<file path="config.mk">
export PLATFORM = sky130hd
export DESIGN_NAME = utf8_prefix_truncator_flat
export DESIGN_NICKNAME = d
export VERILOG_FILES = /design/src/design/upt_pkg.sv /design/src/design/upt_if.sv /design/src/design/upt_obuf.sv /design/src/design/utf8_prefix_truncator.sv /design/src/flat_wrapper.sv
export SDC_FILE = /design/constraint.sdc
export NUM_CORES = 1
export LEC_CHECK = 0
export ABC_AREA = 1
export BUFFER_PORTS_ARGS = -buffer_cell sky130_fd_sc_hd__buf_4
export CELL_PAD_IN_SITES_DETAIL_PLACEMENT = 0
export CELL_PAD_IN_SITES_GLOBAL_PLACEMENT = 2
export CORE_ASPECT_RATIO = 0.5
export CORE_MARGIN = 2
export CORE_UTILIZATION = 36
export CTS_CLUSTER_SIZE = 25
export DETAILED_ROUTE_END_ITERATION = 12
export PLACE_DENSITY = 0.85
export SYNTH_ARGS = -nofsm -noshare
export SYNTH_HDL_FRONTEND = slang
export SYNTH_SLANG_ARGS = --single-unit
</file>
<file path="constraint.sdc">
create_clock -name clk -period 4.77 [get_ports clk]
set_input_delay 0.954 -clock clk [delete_from_list [all_inputs] [get_ports clk]]
set_output_delay 0.954 -clock clk [all_outputs]
set_load 0.03 [all_outputs]
</file>
<file path="src/design/upt_pkg.sv">
// Package for the UTF-8 prefix truncator: field widths, byte-class constants,
// the lead-byte size decode and the result word type.
// No dependencies.
`timescale 1ns / 1ps

package upt_pkg;

  // Fixed field widths
  localparam int BYTE_W    = 8;
  localparam int CFG_W     = 16;
  localparam int OUT_LEN_W = 16;
  localparam int SEQ_W     = 3;

  // Limit after reset
  localparam logic [CFG_W-1:0] MAX_BYTES_RST = 16'd255;

  // Continuation byte pattern 10xxxxxx
  localparam logic [BYTE_W-1:0] CONT_MASK = 8'hC0;
  localparam logic [BYTE_W-1:0] CONT_TAG  = 8'h80;

  // Lead byte ranges
  localparam logic [BYTE_W-1:0] LEAD2_LO = 8'hC2;
  localparam logic [BYTE_W-1:0] LEAD2_HI = 8'hDF;
  localparam logic [BYTE_W-1:0] LEAD3_LO = 8'hE0;
  localparam logic [BYTE_W-1:0] LEAD3_HI = 8'hEF;
  localparam logic [BYTE_W-1:0] LEAD4_LO = 8'hF0;
  localparam logic [BYTE_W-1:0] LEAD4_HI = 8'hF4;

  // Leads with a restricted second byte, and the bounds used
  localparam logic [BYTE_W-1:0] LEAD_E0   = 8'hE0;
  localparam logic [BYTE_W-1:0] LEAD_ED   = 8'hED;
  localparam logic [BYTE_W-1:0] LEAD_F0   = 8'hF0;
  localparam logic [BYTE_W-1:0] LEAD_F4   = 8'hF4;
  localparam logic [BYTE_W-1:0] SECOND_A0 = 8'hA0;
  localparam logic [BYTE_W-1:0] SECOND_90 = 8'h90;

  // Sequence lengths
  localparam logic [SEQ_W-1:0] SEQ_NONE = 3'd0;
  localparam logic [SEQ_W-1:0] SEQ_ONE  = 3'd1;
  localparam logic [SEQ_W-1:0] SEQ_TWO  = 3'd2;
  localparam logic [SEQ_W-1:0] SEQ_THR  = 3'd3;
  localparam logic [SEQ_W-1:0] SEQ_FOUR = 3'd4;

  // Code point length given by a lead byte, SEQ_NONE for a bad lead
  function automatic logic [SEQ_W-1:0] lead_size(input logic [BYTE_W-1:0] b);
    logic [SEQ_W-1:0] n;
    n = SEQ_NONE;
    if (b < CONT_TAG) begin
      n = SEQ_ONE;
    end else if (b inside {[LEAD2_LO:LEAD2_HI]}) begin
      n = SEQ_TWO;
    end else if (b inside {[LEAD3_LO:LEAD3_HI]}) begin
      n = SEQ_THR;
    end else if (b inside {[LEAD4_LO:LEAD4_HI]}) begin
      n = SEQ_FOUR;
    end
    return n;
  endfunction

  // One result word
  typedef struct packed {
    logic [OUT_LEN_W-1:0] valid_length;
    logic                 stopped;
    logic                 text_done;
  } result_t;

endpackage

</file>
<file path="src/design/upt_if.sv">
// Channel interfaces of the UTF-8 prefix truncator: text bytes in, result
// words out, and the limit register write channel.
// Depends on upt_pkg.
`timescale 1ns / 1ps

// Text byte channel
interface upt_in_if
  import upt_pkg::*;
();
  logic              valid;
  logic              ready;
  logic [BYTE_W-1:0] text_byte;
  logic              last_byte;

  modport source (output valid, output text_byte, output last_byte, input ready);
  modport sink   (input valid, input text_byte, input last_byte, output ready);
endinterface

// Result word channel
interface upt_out_if
  import upt_pkg::*;
();
  logic                 valid;
  logic                 ready;
  logic [OUT_LEN_W-1:0] valid_length;
  logic                 stopped;
  logic                 text_done;

  modport source (output valid, output valid_length, output stopped, output text_done,
                  input ready);
  modport sink   (input valid, input valid_length, input stopped, input text_done,
                  output ready);
endinterface

// Limit register write channel
interface upt_cfg_if
  import upt_pkg::*;
();
  logic             valid;
  logic             ready;
  logic [CFG_W-1:0] max_bytes;

  modport source (output valid, output max_bytes, input ready);
  modport sink   (input valid, input max_bytes, output ready);
endinterface

</file>
<file path="src/design/upt_obuf.sv">
// Two-entry output buffer of the UTF-8 prefix truncator: a result register
// plus a skid register, so the input side can take a word while one waits.
// Depends on upt_pkg and upt_out_if.
`timescale 1ns / 1ps

module upt_obuf
  import upt_pkg::*;
(
  input  logic             clk,
  input  logic             rst,
  input  logic             push,
  input  result_t          push_data,
  output logic             full,
  upt_out_if.source        result
);

  logic    out_valid;
  result_t out_data;
  logic    skid_valid;
  result_t skid_data;
  logic    pop;

  assign pop  = out_valid && result.ready;
  assign full = skid_valid;

  // Control: head and skid occupancy
  always_ff @(posedge clk) begin
    if (rst) begin
      out_valid  <= 1'b0;
      skid_valid <= 1'b0;
    end else begin
      if (push) begin
        if (out_valid && !pop) begin
          skid_valid <= 1'b1;
        end else begin
          out_valid <= 1'b1;
        end
      end else if (pop) begin
        if (skid_valid) begin
          skid_valid <= 1'b0;
        end else begin
          out_valid <= 1'b0;
        end
      end
    end
  end

  // Payload: new word to head, or to skid while head is stalled
  always_ff @(posedge clk) begin
    if (push) begin
      if (out_valid && !pop) begin
        skid_data <= push_data;
      end else begin
        out_data <= push_data;
      end
    end else if (pop && skid_valid) begin
      out_data <= skid_data;
    end
  end

  assign result.valid        = out_valid;
  assign result.valid_length = out_data.valid_length;
  assign result.stopped      = out_data.stopped;
  assign result.text_done    = out_data.text_done;

`ifndef SYNTHESIS
  a_skid_needs_head: assert property (@(posedge clk) disable iff (rst)
    skid_valid |-> out_valid)
    else $error("skid word held with empty head");

  a_no_push_when_full: assert property (@(posedge clk) disable iff (rst)
    skid_valid |-> !push)
    else $error("word pushed into full buffer");

  a_stall_fills_skid: assert property (@(posedge clk) disable iff (rst)
    (push && out_valid && !result.ready) |=> skid_valid)
    else $error("stalled push did not land in skid");
`endif

endmodule

</file>
<file path="src/design/utf8_prefix_truncator.sv">
// UTF-8 prefix truncator. Takes one text byte per cycle (back to back) and
// returns one word per byte: the length, in bytes, of the longest prefix of
// whole, valid code points that fits within the max_bytes limit, a stopped flag
// once the scan has hit a problem, and text_done on the last byte, where the
// length is final. The decision for a byte is made in the cycle it is
// accepted, against the scan state register, and its word is registered into
// the output head, or into the skid entry while the head waits. A two-entry
// output buffer keeps input accepting while one word waits; input ready drops
// only when both entries are full. The limit register is written at any time
// through cfg and takes effect from the next byte. LENGTH_BITS sets the width
// of the length counter (limit is capped at 2^LENGTH_BITS - 1).
// Depends on upt_pkg, upt_if and upt_obuf.
`timescale 1ns / 1ps

module utf8_prefix_truncator
  import upt_pkg::*;
#(
  parameter int LENGTH_BITS = 16
) (
  input  logic       clk,
  input  logic       rst,
  upt_cfg_if.sink    cfg,
  upt_in_if.sink     text,
  upt_out_if.source  result
);

  // Compare width covers both the counter and the limit register
  localparam int CW = (LENGTH_BITS > CFG_W) ? LENGTH_BITS : CFG_W;
  localparam int SW = CW + 1;
  localparam logic [CW-1:0] LEN_CAP = CW'({LENGTH_BITS{1'b1}});

  // Limit register
  logic [CFG_W-1:0] max_bytes;

  // Scan state
  logic [LENGTH_BITS-1:0] committed_length, committed_length_next;
  logic [BYTE_W-1:0]      lead_value, lead_value_next;
  logic [SEQ_W-1:0]       seq_len, seq_len_next;
  logic [SEQ_W-1:0]       seq_seen, seq_seen_next;
  logic                   seq_ok, seq_ok_next;
  logic                   halted, halted_next;

  logic             accept;
  logic             buf_full;
  result_t          step_result;
  logic [CW-1:0]    limit;
  logic [CW-1:0]    commit_ext;
  logic [SW-1:0]    lead_sum;
  logic [SEQ_W-1:0] lead_n;
  logic [SEQ_W-1:0] seen_inc;
  logic             follow_good;
  logic             ok_acc;

  assign cfg.ready  = 1'b1;
  assign text.ready = !buf_full;
  assign accept     = text.valid && text.ready;

  // Limit register write
  always_ff @(posedge clk) begin
    if (rst) begin
      max_bytes <= MAX_BYTES_RST;
    end else if (cfg.valid) begin
      max_bytes <= cfg.max_bytes;
    end
  end

  // Effective limit and lead-byte arithmetic
  assign limit      = (CW'(max_bytes) < LEN_CAP) ? CW'(max_bytes) : LEN_CAP;
  assign commit_ext = CW'(committed_length);
  assign lead_n     = lead_size(text.text_byte);
  assign lead_sum   = SW'(commit_ext) + SW'(lead_n);
  assign seen_inc   = seq_seen + SEQ_ONE;

  // Continuation byte checks, second-byte ranges after special leads
  always_comb begin
    follow_good = (text.text_byte & CONT_MASK) == CONT_TAG;
    if (seq_seen == SEQ_ONE) begin
      if (lead_value == LEAD_E0 && text.text_byte <  SECOND_A0) follow_good = 1'b0;
      if (lead_value == LEAD_ED && text.text_byte >= SECOND_A0) follow_good = 1'b0;
      if (lead_value == LEAD_F0 && text.text_byte <  SECOND_90) follow_good = 1'b0;
      if (lead_value == LEAD_F4 && text.text_byte >= SECOND_90) follow_good = 1'b0;
    end
    ok_acc = seq_ok && follow_good;
  end

  // Per-byte scan step
  always_comb begin
    committed_length_next = committed_length;
    lead_value_next       = lead_value;
    seq_len_next          = seq_len;
    seq_seen_next         = seq_seen;
    seq_ok_next           = seq_ok;
    halted_next           = halted;

    if (!halted) begin
      if (seq_len == SEQ_NONE) begin
        // Lead byte
        if (commit_ext >= limit) begin
          halted_next = 1'b1;
        end else if (lead_n == SEQ_NONE || text.text_byte == '0 ||
                     lead_sum > SW'(limit)) begin
          halted_next = 1'b1;
        end else if (lead_n == SEQ_ONE) begin
          committed_length_next = committed_length + LENGTH_BITS'(1);
        end else begin
          lead_value_next = text.text_byte;
          seq_len_next    = lead_n;
          seq_seen_next   = SEQ_ONE;
          seq_ok_next     = 1'b1;
        end
      end else begin
        // Continuation byte
        if (seen_inc >= seq_len) begin
          if (ok_acc) begin
            committed_length_next = committed_length + LENGTH_BITS'(seq_len);
          end else begin
            halted_next = 1'b1;
          end
          lead_value_next = '0;
          seq_len_next    = SEQ_NONE;
          seq_seen_next   = SEQ_NONE;
          seq_ok_next     = 1'b1;
        end else begin
          seq_seen_next = seen_inc;
          seq_ok_next   = ok_acc;
        end
      end
    end

    // Text ends inside a code point
    if (text.last_byte && !halted_next && seq_len_next != SEQ_NONE) begin
      halted_next = 1'b1;
    end

    step_result.valid_length = OUT_LEN_W'(committed_length_next);
    step_result.stopped      = halted_next;
    step_result.text_done    = text.last_byte;
  end

  // Scan state register, cleared after the last byte
  always_ff @(posedge clk) begin
    if (rst) begin
      committed_length <= '0;
      lead_value       <= '0;
      seq_len          <= SEQ_NONE;
      seq_seen         <= SEQ_NONE;
      seq_ok           <= 1'b1;
      halted           <= 1'b0;
    end else if (accept) begin
      if (text.last_byte) begin
        committed_length <= '0;
        lead_value       <= '0;
        seq_len          <= SEQ_NONE;
        seq_seen         <= SEQ_NONE;
        seq_ok           <= 1'b1;
        halted           <= 1'b0;
      end else begin
        committed_length <= committed_length_next;
        lead_value       <= lead_value_next;
        seq_len          <= seq_len_next;
        seq_seen         <= seq_seen_next;
        seq_ok           <= seq_ok_next;
        halted           <= halted_next;
      end
    end
  end

  // Result buffer
  upt_obuf u_obuf (
    .clk       (clk),
    .rst       (rst),
    .push      (accept),
    .push_data (step_result),
    .full      (buf_full),
    .result    (result)
  );

`ifndef SYNTHESIS
  a_open_seq_counts: assert property (@(posedge clk) disable iff (rst)
    (seq_len != SEQ_NONE) |-> (seq_seen != SEQ_NONE && seq_seen < seq_len))
    else $error("open sequence with bad byte count");

  a_closed_seq_clean: assert property (@(posedge clk) disable iff (rst)
    (seq_len == SEQ_NONE) |-> (seq_seen == SEQ_NONE && seq_ok && lead_value == '0))
    else $error("sequence fields not cleared");

  a_open_seq_len: assert property (@(posedge clk) disable iff (rst)
    (seq_len == SEQ_NONE || seq_len == SEQ_TWO || seq_len == SEQ_THR ||
     seq_len == SEQ_FOUR))
    else $error("impossible sequence length");

  a_clear_after_last: assert property (@(posedge clk) disable iff (rst)
    (accept && text.last_byte) |=>
      (committed_length == '0 && !halted && seq_len == SEQ_NONE))
    else $error("scan state not cleared after last byte");
`endif

endmodule

</file>
<file path="src/flat_wrapper.sv">
// flat-port wrapper written by rule: the top's interface ports become plain ports
module utf8_prefix_truncator_flat import upt_pkg::*;
#(
  parameter int LENGTH_BITS = 16
)
  (clk, rst, cfg_valid, cfg_max_bytes, cfg_ready, text_valid, text_text_byte, text_last_byte, text_ready, result_valid, result_valid_length, result_stopped, result_text_done, result_ready);
  upt_cfg_if cfg_i ();
  upt_in_if text_i ();
  upt_out_if result_i ();
  input  logic clk;
  input  logic rst;
  input wire logic [$bits(cfg_i.valid)-1:0] cfg_valid;
  input wire logic [$bits(cfg_i.max_bytes)-1:0] cfg_max_bytes;
  output wire logic [$bits(cfg_i.ready)-1:0] cfg_ready;
  input wire logic [$bits(text_i.valid)-1:0] text_valid;
  input wire logic [$bits(text_i.text_byte)-1:0] text_text_byte;
  input wire logic [$bits(text_i.last_byte)-1:0] text_last_byte;
  output wire logic [$bits(text_i.ready)-1:0] text_ready;
  output wire logic [$bits(result_i.valid)-1:0] result_valid;
  output wire logic [$bits(result_i.valid_length)-1:0] result_valid_length;
  output wire logic [$bits(result_i.stopped)-1:0] result_stopped;
  output wire logic [$bits(result_i.text_done)-1:0] result_text_done;
  input wire logic [$bits(result_i.ready)-1:0] result_ready;
  assign cfg_i.valid = cfg_valid;
  assign cfg_i.max_bytes = cfg_max_bytes;
  assign cfg_ready = cfg_i.ready;
  assign text_i.valid = text_valid;
  assign text_i.text_byte = text_text_byte;
  assign text_i.last_byte = text_last_byte;
  assign text_ready = text_i.ready;
  assign result_valid = result_i.valid;
  assign result_valid_length = result_i.valid_length;
  assign result_stopped = result_i.stopped;
  assign result_text_done = result_i.text_done;
  assign result_i.ready = result_ready;
  utf8_prefix_truncator #(.LENGTH_BITS(LENGTH_BITS)) u_core (.clk(clk), .rst(rst), .cfg(cfg_i), .text(text_i), .result(result_i));
endmodule
</file>
==> impl_metrics.yaml, run 1 <==
run:
  cap_violations: 0
timing:
  maxSlewHeadroom: 0.227
  fin_crit_sh: 0.913
  finalWorstSetupSlack_ns: 0.414
  rsz0062_at_grt: "no"
  worstMarginPinSlew_ns: 1.16
  report.final.hold_viol_count: 0
  fin_worst_skew_ns: 0.0131
  period_needed_ns: 4.36
  drv_slew: 0
  fmaxAchievable_mhz: 230
  setup_violations: 0
clocking:
  clkTransAtPathRegs_ns: 0.08
  cts-htree-levels: 3
  cts_num_sinks: 86
  cts_inserted_buffers: 9
  cts_tree: "done"
  cts_buffer_depth: 2
  root_buffer: "clkbuf_16"
  post-cts-setup-buffer-count: 0
  clk_latency_ns: 0.36
finish:
  fin_cells: 982
  final_cell_mix: "nand2_1 (175), inv_1 (93), buf_4 (61), a21oi_1 (54), dfxtp_1 (50)"
  final_layout_size_suffix_gt1_frac: 0.163
  n_antenna_cell: 0
  seq_area_sq_mm: 0.00208
  nNetsFinal: 849
  multi_input_area_sq_mm: 0.00307
  fill_cells: 1566
  areaGrowthSynthToFinish_pct: 16.6
  fin_area_sq_mm: 0.00655
  layout_commonest_cell: "nand2_1"
setup_path:
  path_buf_inv: 4
  crit_start: "text_text_byte[6]"
  path_class: "primary input to flop"
  worst_ep_arrival_time_ns: 4.46
  worstPathRequired_ns: 4.88
  cpMaxStageDelayCell: "fa_1"
  critPathLaunchType: "primary input"
  end_kind: "flop"
  r2r_start: "u_core.commit_ext[7]"
  critPathMostFrequentCell: "nand2_1"
  crit_path_max_incr_delay_ns: 0.41
  r2r.worst_path.cells: 19
  crit_fanout: 10
  critPathTopFamily: "simple AND/OR/NAND/NOR gates"
  crit_cells: 26
floorplanning:
  io_pins: 51
  start_util: 0.366
  placementRows: 32
  placeableCoreArea_sq_mm: 0.0153
  die_h_um: 92.3
  die_w_um: 181
  dieArea_sq_mm: 0.0167
routing:
  drt_wl_total_um: 14600
  drc_errors: 0
  vias: 4732
  drtPass1Iterations: 4
  wl_per_cell_um: 14.8
  ant_nets: 0
  viasPerCell: 4.82
  drt_iter0_drc: 222
yosys:
  synthTopCellsByArea: "edfxtp_1 (19%), dfxtp_1 (18%), nand2_1 (12%), ha_1 (9.8%), inv_1 (6.2%)"
  seq_area_frac_synth: 0.371
  synthDominantCellAreaShare: 0.192
  syn_avg_cell_area_sq_um: 7.75
  syn-instance-count: 725
  yosysWarnings: 0
  synth_area_sq_mm: 0.00562
  synth_top_flop_cell: "dfxtp_1"
  async_flop_share: 0
  synth_cell_type_count: 53
  synth_edf_count: 36
  synth_area_leader_cell: "edfxtp_1"
  syn_nets: 801
  synth-seq-cells: 86
global_routing:
  grt_pass1_vias: 4663
  grt_max_degree: 43
  grt_use_total: 0.185
  grt_pass1_wl_um: 24400
  antenna_found_initial: 0
  overflow: 0
placement:
  place_inst: 966
  place.gp.congestion: 0.797
  detailed_place_hpwl_um: 10900
  place_ws_ns: -0.208
  portBuffers: 49
  postPlaceCellArea_sq_mm: 0.00622
power_and_ir_drop:
  p_leak_nw: 3.02
  p_per_area_mw_per_mm2: 287
  peakVddDrop_v: 0.000155
hold_path:
  worstHoldPathCells: 2
  min_path_type: "flop to flop"
  hold_start: "u_core.lead_value[1]"
status:
  status: "finished, final reports clean"
-- per-layer routing --
metal / share of wire / vias to the layer above / GRT usage
met5: 0 / - / 0
met4: 0.013 / 0 / 0.0470
met3: 0.035 / 15 / 0.0342
met2: 0.40 / 72 / 0.279
met1: 0.55 / 2153 / 0.273
li1: - / 2492 / -
-- cells in the mapped netlist, drive strengths merged, types with 3 or more instances --
cell,number
a21oi,60
and2,4
buf,8
clkbuf,16
clkinv,3
dfxtp,50
edfxtp,36
ha,44
inv,100
nand2,183
nand3,40
nand4,27
nor2,51
nor3,8
nor4,3
o21ai,45
o21bai,4
xnor2,4
xor2,18
-- repair_timing --
action / 4_1_cts / 5_1_grt
gates resized for setup: 0 / 8
hold buffers: 0 / 0
endpoints found under the setup margin: 0 / 20
-- report_power, final --
group / internal, mW / switching [mW] / total [mW]
Combinational: 0.111 / 0.228 / 0.339
Sequential: 0.807 / 0.0164 / 0.823
Clock: 0.371 / 0.345 / 0.716
Total: 1.29 / 0.589 / 1.88
-- state kept, by name, indices dropped and copies added, names as in the netlist --
signal and flops:
u_core.commit_ext 16, u_core.halted 1, u_core.lead_value 8, u_core.max_bytes 16
u_core.seq_len 3, u_core.seq_ok 1, u_core.seq_seen 3, u_core.u_obuf.full 1
u_core.u_obuf.result.stopped 1, u_core.u_obuf.result.text_done 1, u_core.u_obuf.result.valid 1, u_core.u_obuf.result.valid_length 16
u_core.u_obuf.skid_data 18
-- cells by family (layout without fill, tap and decap cells) --
kind of cell	Yosys count	after routing	share of synthesized area
XOR/XNOR	22	22	0.0430
other	1	1	0.000668
flip-flops	86	86	0.371
AO/OA/AOI/OAI	125	125	0.127
buffers and inverters	127	180	0.0895
AND/OR/NAND/NOR	318	318	0.264
adder cells (fa/ha/maj)	46	46	0.105
-- area by class of cell --
cell class,instances,area share
clock inverters,7,0.0113
flip-flops and latches,86,0.318
well taps,204,0.0390
multi-input cells,512,0.469
inverters,103,0.0590
clock buffers,9,0.0344
repair buffers,61,0.0699
-- stage by stage --
stage | hold slack, ns | power (mW) | utilization | setup TNS (ns)
floorplan | 0.427 | 1.07 | - | 0
global placement | 0.454 | 1.17 | 0.406 | -0.0898
detailed placement | 0.461 | 1.17 | 0.406 | -0.364
CTS | 0.473 | 1.90 | 0.425 | 0
global route | 0.520 | 1.97 | 0.427 | 0
finish | 0.474 | 1.88 | 0.427 | 0
-- worst reg2reg max path: stages (launching register included) --
cell and delay [ns]:
dfxtp_1 0.54, nand2_2 0.17, nor2_4 0.14, inv_1 0.08, nor4_1 0.46, nand2_1 0.14, xor2_1 0.19, ha_1 0.29
nand3_1 0.11, inv_1 0.05, a21oi_1 0.16, nand2_1 0.07, nand2_1 0.11, nand3_4 0.12, nand2_8 0.17, inv_1 0.09
a311oi_2 0.27, nand2_1 0.16, nand2_1 0.10, nand2_1 0.06
-- path summary, 6_finish.rpt --
check,endpoint,slack [ns]
setup / recovery,u_core.u_obuf.result.stopped,0.41
hold / removal,u_core.lead_value[1],0.47
setup reg to reg,u_core.u_obuf.result.stopped,1.03
hold reg to reg,u_core.lead_value[1],0.47
Power figures use the tool's default switching activity.
==> inputs of run 2 (changes only) <==
Settings changed: CORE_MARGIN 2 to 4.
Clock period 4.77 ns to 4.8 ns, I/O delays scaled along.
==> impl_metrics.yaml, run 2 (same netlist as run 1, synthesis figures left out) <==
clocking:
  cts_inserted_buffers: 9
  cts_num_sinks: 86
  cts_buffer_depth: 2
  clkTransAtPathRegs_ns: 0.07
  root_buffer: "clkbuf_16"
  cts_resized: 0
  post-cts-setup-buffer-count: 0
  clk_latency_ns: 0.36
  ctsHoldBuffers: 0
  cts-htree-levels: 3
  cts_tree: "done"
timing:
  fin_setup_tns_ns: 0
  hold_slack_ns: 0.463
  report.final.hold_viol_count: 0
  rsz0062_at_grt: "no"
  setup_violations: 0
  period_needed_ns: 4.40
  maxSlewHeadroom: 0.254
  fin_worst_skew_ns: 0.0111
  fmaxAchievable_mhz: 227
  worstMarginPinSlew_ns: 1.12
  fin_crit_sh: 0.917
  drv_slew: 0
  finalWorstSetupSlack_ns: 0.398
finish:
  multi_input_area_sq_mm: 0.00307
  fin_area_sq_mm: 0.00657
  layout_commonest_cell: "nand2_1"
  final_layout_size_suffix_gt1_frac: 0.166
  fill_cells: 1511
  seq_area_sq_mm: 0.00208
  regMostFlops: "u_core.u_obuf.skid_data"
  nNetsFinal: 853
  areaGrowthSynthToFinish_pct: 17.0
  final_cell_mix: "nand2_1 (175), inv_1 (93), buf_4 (65), a21oi_1 (54), dfxtp_1 (50)"
  n_antenna_cell: 0
  largest_register_ff_count: 18
power_and_ir_drop:
  p_per_area_mw_per_mm2: 285
  p_total_mw: 1.87
  peakVddDrop_v: 0.000152
  p_leak_nw: 3.05
routing:
  drt_wl_total_um: 14800
  wl_per_cell_um: 15.1
  drt_iter0_drc: 292
  vias: 4843
  viasPerCell: 4.94
  drc_errors: 0
  ant_nets: 0
  drtPass1Iterations: 5
floorplanning:
  dieArea_sq_mm: 0.0178
  start_util: 0.378
  die_h_um: 96.3
  io_pins: 51
  placeableCoreArea_sq_mm: 0.0149
  placementRows: 31
  die_w_um: 185
status:
  status: "finished, final reports clean"
setup_path:
  crit_fanout: 7
  crit_start: "text_text_byte[6]"
  r2r.worst_path.cells: 24
  r2r_end: "u_core.u_obuf.result.valid_length[13]"
  end_kind: "flop"
  path_class: "primary input to flop"
  worst_ep_arrival_time_ns: 4.51
  endpoint: "u_core.u_obuf.result.valid_length[13]"
  worstPathRequired_ns: 4.91
  r2r_start: "u_core.commit_ext[2]"
  critPathLaunchType: "primary input"
  regToRegSetupSlack_ns: 0.93
global_routing:
  grt_max_degree: 42
  grt_pass1_wl_um: 24400
  grt_pass1_vias: 4638
  overflow: 0
  grt_use_total: 0.175
  antenna_found_initial: 0
placement:
  place_ws_ns: -0.131
  place.gp.congestion: 0.840
  postPlaceCellArea_sq_mm: 0.00624
  detailed_place_hpwl_um: 11200
  portBuffers: 49
hold_path:
  min_path_type: "flop to flop"
run:
  cap_violations: 0
## run 2: critical path, cell delays in order
cell     delay (ns)
buf_4          0.10
nand2_1        0.07
inv_2          0.06
nand3_1        0.07
nand2_1        0.10
ha_1           0.20
fa_1           0.22
nand2_1        0.09
a21oi_2        0.25
nand2_2        0.14
inv_1          0.09
nand2_1        0.06
xor2_1         0.15
ha_1           0.30
nand3_1        0.12
nor3_2         0.25
nand4_1        0.14
nand2_2        0.14
nand3_4        0.11
nand2_8        0.14
buf_4          0.15
nand3_2        0.06
nor2_1         0.13
nand3_1        0.10
and2_1         0.17
nand2_1        0.05
nand2_1        0.07
## run 2: per-stage QoR
step,cells,util
4_1_cts,980,0.440
3_5_place_dp,964,0.420
2_1_floorplan,725,-
5_1_grt,980,0.442
3_3_place_gp,964,0.420
6_report,980,0.442
## run 2: per-layer routing
layer | wire [um] | vias up | global-route usage
met3 | 792 | 15 | 0.0347
met5 | 0 | - | 0
met2 | 5950 | 100 | 0.261
met4 | 132 | 0 | 0.0366
met1 | 7880 | 2217 | 0.262
li1 | - | 2511 | -
## run 2: layout make-up
class / instances / area share
timing repair buffer: 65 / 0.0743
clock buffer: 9 / 0.0343
clock inverter: 7 / 0.0116
inverter: 103 / 0.0588
multi-input combinational: 512 / 0.466
sequential: 86 / 0.317
tap: 198 / 0.0377
## run 2: how the worst min path moves through the flow
stage	start	end	depth (start not counted)
after global placement	u_core.lead_value[1]	u_core.lead_value[1]	2
after floorplan	u_core.max_bytes[0]	u_core.max_bytes[0]	2
after global routing	u_core.lead_value[1]	u_core.lead_value[1]	2
final	u_core.lead_value[1]	u_core.lead_value[1]	2
after CTS	u_core.lead_value[1]	u_core.lead_value[1]	2
after detailed placement	u_core.lead_value[1]	u_core.lead_value[1]	2
## run 2: power breakdown
group,switching (mW),leakage [nW],internal (mW)
combinational,0.227,2.13,0.112
clock,0.347,0.149,0.370
sequential,0.0158,0.771,0.802
